[src/sv/nfib_pkg.sv]
`default_nettype none

package nfib_pkg;

   // buffer geometry
   localparam int CAPACITY = 128;
   localparam int IDX_W    = (CAPACITY > 1) ? $clog2(CAPACITY) : 1;
   localparam int CNT_W    = $clog2(CAPACITY + 1);

   // field widths
   localparam int KIND_W   = 2;
   localparam int FRAC_W   = 17;
   localparam int HANDLE_W = 32;
   localparam int STATUS_W = 3;
   localparam int SLOT_W   = 7;

   // item operation codes
   typedef enum logic [KIND_W-1:0] {
      OP_CLEAR = 2'd0,
      OP_ADD   = 2'd1,
      OP_POP   = 2'd2,
      OP_NONE  = 2'd3
   } op_type;

   // result status codes
   typedef enum logic [STATUS_W-1:0] {
      STAT_ADDED   = 3'd0,
      STAT_FULL    = 3'd1,
      STAT_POPPED  = 3'd2,
      STAT_DONE    = 3'd3,
      STAT_CLEARED = 3'd4
   } status_type;

   // running best candidate handed from cell to cell
   typedef struct packed {
      logic                found;
      logic [FRAC_W-1:0]   frac;
      logic [IDX_W-1:0]    idx;
      logic                kind;
      logic [HANDLE_W-1:0] handle;
   } cand_type;

   // broadcast command from the controller to every cell
   typedef struct packed {
      logic                clear;
      logic                wr_en;
      logic [IDX_W-1:0]    wr_idx;
      logic [FRAC_W-1:0]   frac;
      logic                kind;
      logic [HANDLE_W-1:0] handle;
      logic                consume_en;
      logic [IDX_W-1:0]    consume_idx;
   } cell_cmd_type;

   // one result item
   typedef struct packed {
      status_type          status;
      logic [SLOT_W-1:0]   slot;
      logic [FRAC_W-1:0]   frac;
      logic                kind;
      logic [HANDLE_W-1:0] handle;
   } result_type;

endpackage

`default_nettype wire

[src/sv/nfib_cell.sv]
`default_nettype none

module nfib_cell
   import nfib_pkg::*;
(
   input  wire logic             clock,
   input  wire logic             reset,
   input  wire logic [IDX_W-1:0] cell_idx,
   input  wire logic [CNT_W-1:0] fill_count,
   input  wire cell_cmd_type     cmd,
   input  wire logic             tok_in,
   input  wire cand_type         cand_in,
   output logic                  tok_out,
   output cand_type              cand_out
);

   logic [FRAC_W-1:0]   frac_ff,   frac_in;
   logic                kind_ff,   kind_in;
   logic [HANDLE_W-1:0] handle_ff, handle_in;
   logic                consumed_ff, consumed_in;
   logic                tok_ff;
   cand_type            cand_ff, cand_in_next;
   logic                live;
   logic                take;

   // entry storage and consumed flag
   always_comb begin
      frac_in     = frac_ff;
      kind_in     = kind_ff;
      handle_in   = handle_ff;
      consumed_in = consumed_ff;
      if (cmd.wr_en && (cmd.wr_idx == cell_idx)) begin
         frac_in   = cmd.frac;
         kind_in   = cmd.kind;
         handle_in = cmd.handle;
      end
      priority if (cmd.clear) begin
         consumed_in = 1'b0;
      end else if (cmd.wr_en && (cmd.wr_idx == cell_idx)) begin
         consumed_in = 1'b0;
      end else if (cmd.consume_en && (cmd.consume_idx == cell_idx)) begin
         consumed_in = 1'b1;
      end else begin
         consumed_in = consumed_ff;
      end
   end

   // compare own entry against the incoming candidate, earlier entry wins a tie
   always_comb begin
      live = CNT_W'(cell_idx) < fill_count;
      take = live && !consumed_ff && (!cand_in.found || (frac_ff < cand_in.frac));
      cand_in_next = cand_in;
      if (take) begin
         cand_in_next.found  = 1'b1;
         cand_in_next.frac   = frac_ff;
         cand_in_next.idx    = cell_idx;
         cand_in_next.kind   = kind_ff;
         cand_in_next.handle = handle_ff;
      end
   end

   always_ff @(posedge clock) begin
      frac_ff   <= frac_in;
      kind_ff   <= kind_in;
      handle_ff <= handle_in;
      cand_ff   <= cand_in_next;
      if (reset) begin
         consumed_ff <= 1'b0;
         tok_ff      <= 1'b0;
      end else begin
         consumed_ff <= consumed_in;
         tok_ff      <= tok_in;
      end
   end

   assign tok_out  = tok_ff;
   assign cand_out = cand_ff;

endmodule

`default_nettype wire

[config.mk]
export PLATFORM = sky130hd
export DESIGN_NAME = nfib_cell
export DESIGN_NICKNAME = d
export VERILOG_FILES = /design/src/sv/nfib_pkg.sv /design/src/sv/nfib_cell.sv
export SDC_FILE = /design/constraint.sdc
export NUM_CORES = 1
export LEC_CHECK = 0
export BUFFER_PORTS_ARGS = -buffer_cell sky130_fd_sc_hd__buf_2
export CORE_ASPECT_RATIO = 0.6
export CORE_MARGIN = 2
export CORE_UTILIZATION = 49
export DETAILED_ROUTE_END_ITERATION = 6
export GPL_TIMING_DRIVEN = 0
export HOLD_SLACK_MARGIN = 0.05
export PLACE_DENSITY_LB_ADDON = 0.3
export SKIP_CTS_REPAIR_TIMING = 1
export SLEW_MARGIN = 20
export SYNTH_ARGS = -nofsm -noshare
export SYNTH_HDL_FRONTEND = slang
export SYNTH_SLANG_ARGS = --single-unit
[constraint.sdc]
create_clock -name clock -period 7.8 [get_ports clock]
set_input_delay 2.34 -clock clock [delete_from_list [all_inputs] [get_ports clock]]
set_output_delay 2.34 -clock clock [all_outputs]
set_load 0.02 [all_outputs]
== Yosys cells after proc, flatten, opt, wreduce, memory -nomap -nowiden ==
Index checks and enable logic that the tools add are counted.
Storage, ports and cells
  register bits after elaboration: 110
  bits in read-only memories: 0
  latch bits: 0
  memories: 0
  bits of input ports: 143
  RAM bits: 0
  output and inout bits: 59
  logic and storage cells: 23
Cells by class
  bitwise logic cells: 0
  multiplexer cells: 1
  shift-type cells: 0
  add/subtract/negate cells: 0
  equality and inequality tests: 2
  reduce and logical (&&, ||, !) cells: 8
  div/mod/pow operators: 0
  multipliers: 0
  magnitude comparators: 2
Operator list (count)
  $mux W57: 1
  $lt A17 B17 Y1: 1
  $eq A7 B7 Y1: 2
  $lt A7 B8 Y1: 1
  $logic_and A1 B1 Y1: 4
  $reduce_or A3 Y1: 1
  $logic_not A1 Y1: 2
  $logic_or A1 B1 Y1: 1

== Depth between registers and ports, before layout ==
Gate-level depths: netlist of the first run.
  depth after elaboration: 4
  mapped depth: 10
  gate-level depth less buffers: 8

== Least setup slack after synthesis of the first run ==
OpenSTA, ideal clock, no wires.
  kind: input to register
  start point: input port cell_idx[3]
  end point: register frac_ff[0], enable pin
  data arrival time: 4.728 ns
  stages: 3
  library setup time: 0.459 ns
  data required time: 7.341 ns
  slack: 2.613 ns
  path buffers: 0
  cells stage by stage: xnor2_1 -> nand4_1 -> nor2_1
Between the ends
  longest elaborated chain between the ends: 2
RTL lines
  start, declared: RTL line nfib_cell.sv:8  | input wire logic [IDX_W-1:0] cell_idx,
  $eq A7 B7 Y1: RTL line nfib_cell.sv:32  | if (cmd.wr_en && (cmd.wr_idx == cell_idx)) begin
  $logic_and A1 B1 Y1: RTL line nfib_cell.sv:32
  end signal, assigned: RTL line nfib_cell.sv:63  | frac_ff <= frac_in;
  end, declared: RTL line nfib_cell.sv:17  | logic [FRAC_W-1:0] frac_ff, frac_in;
Every way passes these cells.
A chain may end at the register's enable or synchronous reset.

==> key figures, run 1 <==
Run status
  – Outcome: completed

GRT
  – First-pass GRT wire length: 13.28 mm
  – Number of global-route vias before repair: 2845
  – All-Layer GR Usage: 0.1950
  – Initial antenna violation count: 1
  – Pin count of the biggest net entering global routing: 27
  – Congestion Overflow GR: 0

Critical path
  – Crit path kind: input pin to flip-flop
  – Worst EP arrival: 4480 ps
  – Crit path max fanout: 10
  – Critical path endpoint category: flip-flop
  – Required time worst endpoint: 8020 ps
  – Startpoint Class: input pin
  – Reg2reg path depth: 9

STA
  – WHS: 452.8 ps
  – Minimum clock period: 4257 ps
  – RSZ-0062 raised after global routing: false
  – Fin crit share: 0.5458
  – Relative slew slack: 0.7076
  – Setup WS post-layout: 3543 ps
  – Slew @ Worst Pin: 434.6 ps
  – Max Fclk: 0.2349 GHz
  – Final Slew Violations: 0
  – Count of final hold-check violations: 0
  – Clock skew after layout: 7.625 ps
  – Post-route setup TNS: 0 ps
  – Endpoints failing setup: 0

Floorplanning
  – Die area: 9238 um^2
  – Core area: 8039 um^2
  – Site Rows: 25
  – Starting Density: 0.5158
  – Ports: 202
  – Die W: 122.8 um
  – Die height: 75.26 um

Yosys
  – Register area share after synthesis: 0.6518
  – Syn nets: 442
  – Synthesized area per cell: 14.97 um^2
  – Post-synthesis cell area: 4146 um^2
  – Synth Warn #: 0
  – Post-Synthesis Cells: 277
  – Yosys reg bits: 110
  – Synth unique cells: 26

Placed design
  – Pre-CTS setup slack: 3171 ps
  – Placed Instances: 588
  – Post-detail-place hpwl: 7.054 mm
  – Gp weighted congestion: 0.7834
  – Placed instance area: 5335 um^2
  – Number of port buffers: 201

Detailed routing
  – DR pass1 iterations: 4
  – 1st-iter DRT viols: 104
  – Drt wl/cell: 14.85 um
  – Routed Antenna Nets: 0
  – # DRC: 0
  – Via count: 2852
  – Vias/cell: 4.714
  – Routed WL: 8.983 mm

Pwr
  – Switching part of the total: 0.2294
  – Seq pwr share: 0.499
  – Switching power: 292.6 uW
  – Clock Power Share: 0.363
  – Comb power frac: 0.139
  – Final Total Pwr: 1.276 mW
  – Leak: 2.599 nW
  – Worst IR Drop VDD: 0.1497 mV
  – P per Cell Area: 225.8 nW/um^2
  – Int Pwr: 983.1 uW

CTS
  – Number of clock sinks: 110
  – Num CTS Buffers: 9
  – Clk slew on worst S/H paths: 70 ps
  – CTS tree: yes
  – Insertion delay of the later-clocked pin in the worst-skew pair: 340 ps
  – Clk buf depth: 2
  – Root buffer cell: clkbuf_16
  – H-tree levels: 3

Finish
  – Layout Nets: 656
  – Share of cells above drive strength 1: 0.5101
  – Cell area after layout: 5649 um^2
  – Post-layout util: 0.7027
  – Fin cells: 605
  – Area growth syn-to-layout: 36.24%

Run
  – # Max-Cap Violations: 0

Worst hold path
  – Hold path depth: 1
  – Worst min path class: flip-flop to flip-flop
-- kinds of logic (layout without fill, tap and decap cells) --
group / after synthesis / in the layout / synth area share
compound gates: 21 / 21 / 0.03259
xor+xnor: 14 / 14 / 0.02957
fa+ha+maj: 22 / 22 / 0.06638
buf+inv: 29 / 248 / 0.03530
flops: 110 / 110 / 0.6518
mux: 57 / 57 / 0.1548
other cells: 0 / 1 / 0
simple gates: 24 / 24 / 0.02957
-- routing by layer --
metal | GRT usage | vias up | share of wire
met5 | 0 | - | 0
met4 | 0.06258 | 0 | 0.0099
met3 | 0.09394 | 9 | 0.11
met2 | 0.3352 | 118 | 0.49
met1 | 0.2177 | 1302 | 0.39
li1 | - | 1423 | -
-- layout make-up --
class / count / area, um^2
diodes: 1 / 2.502
plain buffers: 6 / 60.06
clock buffers: 12 / 256.5
clock inverters: 4 / 55.05
fillers: 584 / 2390
inverters: 23 / 86.33
multi-input cells: 138 / 1305
flip-flops and latches: 110 / 2703
well taps: 108 / 135.1
repair buffers: 203 / 1046
-- synthesized netlist by cell type, drive strengths merged --
master	instances	area, um^2
nor2b	1	6.260
a211oi	2	15.01
a21oi	8	43.79
nand2	3	11.26
xnor2	8	70.07
mux2	57	641.9
a41oi	1	8.760
o211ai	1	7.510
xor2	6	52.55
dfxtp	60	1201
nand2b	2	12.51
o21ai	4	20.02
nor2	9	33.78
buf	6	60.05
nand4b	1	8.760
a211o	2	17.52
edfxtp	50	1501
a21o	2	15.01
ha	22	275.3
nor4	3	18.77
inv	23	86.33
o31ai	1	7.510
nand4	5	31.28
-- flip-flops by register name, summed over array words and instances, names as in the netlist --
signal	cells
cand_out	58
consumed_ff	1
frac_ff	17
handle_ff	32
kind_ff	1
tok_out	1
-- placed cells by master (no fill, tap or decap) --
master / count
nand2_1: 3
ha_1: 22
a21o_1: 2
inv_1: 23
clkbuf_1: 1
a211o_1: 2
o31ai_1: 1
nand4b_1: 1
edfxtp_1: 50
o211ai_1: 1
mux2_2: 27
mux2_1: 30
a211oi_1: 2
bufinv_16: 1
o21ai_0: 4
clkinvlp_4: 1
nor2_1: 8
dfxtp_1: 60
nor2b_1: 1
a21oi_2: 1
clkbuf_16: 9
diode_2: 1
nor2_4: 1
buf_6: 4
nand4_1: 5
buf_4: 2
clkinv_4: 1
buf_2: 201
clkbuf_8: 2
nand2b_1: 2
nor4_1: 3
a21oi_1: 7
a41oi_1: 1
xnor2_1: 8
inv_6: 1
buf_12: 2
xor2_1: 6
-- worst max-delay path, cell delays in order --
cell     delay [ps]
buf_2           130
ha_1            290
a21o_1          160
a211o_1         290
a211o_1         330
a21oi_2         210
buf_6           200
buf_6           180
mux2_1          340
-- power groups by stage --
| stage | Clock, mW | Sequential [mW] | Combinational (mW) |
|---|---|---|---|
| CTS | 0.473 | 0.636 | 0.179 |
| floorplan | 0 | 0.684 | 0.0649 |
| detailed placement | 0 | 0.649 | 0.178 |
| global route | 0.497 | 0.638 | 0.193 |
| finish | 0.463 | 0.636 | 0.177 |
| global placement | 0 | 0.648 | 0.173 |
-- final timing paths --
check                                from                    to  slack (ps)
setup / recovery              cell_idx[1]  cand_out[49]$_DFF_P_        3540
hold / removal    handle_ff[27]$_DFFE_PP_  cand_out[27]$_DFF_P_         450
setup reg to reg     frac_ff[2]$_DFFE_PP_  cand_out[49]$_DFF_P_        5330
hold reg to reg   handle_ff[27]$_DFFE_PP_  cand_out[27]$_DFF_P_         450
No activity file was read; power rests on OpenSTA's default activity.
==> run 2, diff against run 1 <==
Settings changed: CORE_UTILIZATION 49 to 46.
Clock period 7.8 ns to 4.4 ns, I/O delays scaled along.
==> key figures, run 2 (same netlist as run 1, synthesis figures left out) <==
CTS
  – CTS tree: yes
  – Insertion delay of the later-clocked pin in the worst-skew pair: 340 ps (about the same)
  – Number of clock sinks: 110 (unchanged)
  – Num CTS Buffers: 9 (unchanged)
  – Clk buf depth: 2 (unchanged)
  – Root buffer cell: clkbuf_16
  – Clk slew on worst S/H paths: 70 ps (about the same)
  – H-tree levels: 3 (unchanged)

Critical path
  – Max incr delay on CP: 340 ps (about the same)
  – Crit path max fanout: 10 (unchanged)
  – Crit path kind: input pin to flip-flop
  – Crit path depth: 11 (+2)
  – Worst EP arrival: 3540 ps (-940 ps)
  – Critical Path Most Common Cell: buf_6
  – Worst setup path startpoint: cand_in[42]
  – R2r endpoint: cand_out[43]$_DFF_P_
  – CP top delay family: compound AO/OA/AOI/OAI gates
  – Reg2reg start: frac_ff[2]$_DFFE_PP_
  – Critical path buffers and inverters: 4 (+1)
  – Crit path capture: cand_out[43]$_DFF_P_
  – Critical path endpoint category: flip-flop
  – Startpoint Class: input pin
  – CP cell instances: buf_2, inv_1, ha_1, a211oi_1, nor2_1, o31ai_1, o211ai_1, a21oi_2, buf_6, buf_6, mux2_1
  – Reg2reg path depth: 9 (unchanged)
  – Required time worst endpoint: 4630 ps (-3390 ps)
  – Internal reg-to-reg setup slack: 1770 ps (-3560 ps)
  – Slowest cell on the critical path: mux2_1

Pwr
  – Comb power frac: 0.140 (about the same)
  – Int Pwr: 1.664 mW (+69%)
  – Switching power: 555.1 uW (+90%)
  – P per Cell Area: 394.4 nW/um^2 (+75%)
  – Clock Power Share: 0.351 (-0.012)
  – Worst IR Drop VDD: 0.3030 mV (+100%)
  – Final Total Pwr: 2.219 mW (+74%)
  – Switching part of the total: 0.2502 (+0.02079)
  – Seq pwr share: 0.508 (+0.009)
  – Leak: 2.592 nW (-0.27%)

Finish
  – Most common cell after layout, fill and taps aside: buf_2
  – Post-layout util: 0.6527 (-0.05004)
  – Layout Nets: 656 (unchanged)
  – Fillers: 680 (+16%)
  – Register area: 2703 um^2 (unchanged)
  – Antenna Cells: 0 (-1)
  – Share of cells above drive strength 1: 0.5101 (unchanged)
  – Largest register FFs: 58 (unchanged)
  – Area growth syn-to-layout: 35.70%
  – Commonest cells after routing, fill and taps aside: buf_2 (201), dfxtp_1 (60), edfxtp_1 (50)
  – Area of the multi-input gates: 1305 um^2 (unchanged)

STA
  – Minimum clock period: 3312 ps
  – WHS: 456.6 ps (+3.803 ps)
  – Relative slew slack: 0.7199 (+0.01224)
  – RSZ-0062 raised after global routing: false
  – Count of final hold-check violations: 0 (unchanged)
  – Max Fclk: 0.3019 GHz
  – Endpoints failing setup: 0 (unchanged)
  – Clock skew after layout: 6.559 ps (-1.067 ps)
  – Fin crit share: 0.7528
  – Final Slew Violations: 0 (unchanged)
  – Slew @ Worst Pin: 416.4 ps (-18.19 ps)

GRT
  – Congestion Overflow GR: 0 (unchanged)
  – All-Layer GR Usage: 0.1889 (-0.006144)
  – Number of global-route vias before repair: 2970 (+4.4%)
  – Initial antenna violation count: 0 (-1)
  – Pin count of the biggest net entering global routing: 28 (+3.7%)
  – First-pass GRT wire length: 14.26 mm (+7.4%)

Floorplanning
  – Site Rows: 26 (+4.0%)
  – Ports: 202 (unchanged)
  – Die area: 9814 um^2 (+6.2%)
  – Core area: 8621 um^2 (+7.2%)
  – Die W: 126.6 um (+3.1%)
  – Die height: 77.54 um (+3.0%)
  – Starting Density: 0.4810 (-0.03481)

Detailed routing
  – Routed WL: 9.266 mm (+3.2%)
  – # DRC: 0 (unchanged)
  – Drt wl/cell: 15.24 um (+2.6%)
  – 1st-iter DRT viols: 81 (-22%)
  – Vias/cell: 4.724 (+0.20%)
  – Via count: 2872 (+0.70%)
  – DR pass1 iterations: 4 (unchanged)
  – Routed Antenna Nets: 0 (unchanged)

Run status
  – Outcome: completed

Placed design
  – Number of port buffers: 201 (unchanged)
  – Gp weighted congestion: 0.8067 (+3.0%)
  – Post-detail-place hpwl: 7.269 mm (+3.0%)

Run
  – # Max-Cap Violations: 0 (unchanged)

Worst hold path
  – Worst min path class: flip-flop to flip-flop
==> run 2: cell types whose count changed in the layout (fill, tap and decap cells not counted), sizes merged <==
cell / before / now
clkinvlp: 1 / 0
inv: 24 / 28
diode: 1 / 0
bufinv: 1 / 0
clkbuf: 12 / 9
clkinv: 1 / 2
==> run 2: cell type report <==
class	instances	share of cell area
Sequential cell	110	0.4803
Tap cell	112	0.02491
Clock buffer	9	0.04003
Timing Repair Buffer	203	0.1859
Buffer	6	0.01067
Clock inverter	7	0.01090
Multi-Input combinational cell	138	0.2319
Inverter	23	0.01534
==> run 2: through the flow <==
stage          setup slack, ps  TNS [ps]  cell area, um^2  instances
3_5_place_dp             685.7         0             5340        592
4_1_cts                   1038         0             5627        608
5_1_grt                  903.1         0             5627        608
3_3_place_gp             -1198    -60770             5293        590
6_report                  1088         0             5627        608
2_1_floorplan            233.1         0             4146        277
==> run 2: metal layers <==
metal / wire, um / share of wire / global-route usage
met1: 3687 / 0.40 / 0.2218
met2: 4501 / 0.49 / 0.3160
met3: 989 / 0.11 / 0.08552
met4: 88 / 0.0095 / 0.05055
met5: 0 / 0 / 0
==> run 2: worst min-delay path by stage <==
stage	from	endpoint	slack [ps]	cells past startpoint
2_1_floorplan	handle_ff[26]$_DFFE_PP_	cand_out[26]$_DFF_P_	430	1
3_3_place_gp	handle_ff[30]$_DFFE_PP_	cand_out[30]$_DFF_P_	440	1
3_5_place_dp	handle_ff[31]$_DFFE_PP_	cand_out[31]$_DFF_P_	440	1
4_1_cts	handle_ff[31]$_DFFE_PP_	cand_out[31]$_DFF_P_	460	1
5_1_grt	kind_ff$_DFFE_PP_	cand_out[32]$_DFF_P_	480	1
6_report	handle_ff[31]$_DFFE_PP_	cand_out[31]$_DFF_P_	460	1
==> run 2: power groups by stage <==
stage	sequential [mW]	clock [mW]	combinational (mW)
floorplan	1.21	0	0.115
CTS	1.13	0.799	0.317
global route	1.13	0.843	0.339
detailed placement	1.15	0	0.315
finish	1.13	0.780	0.311
global placement	1.15	0	0.306
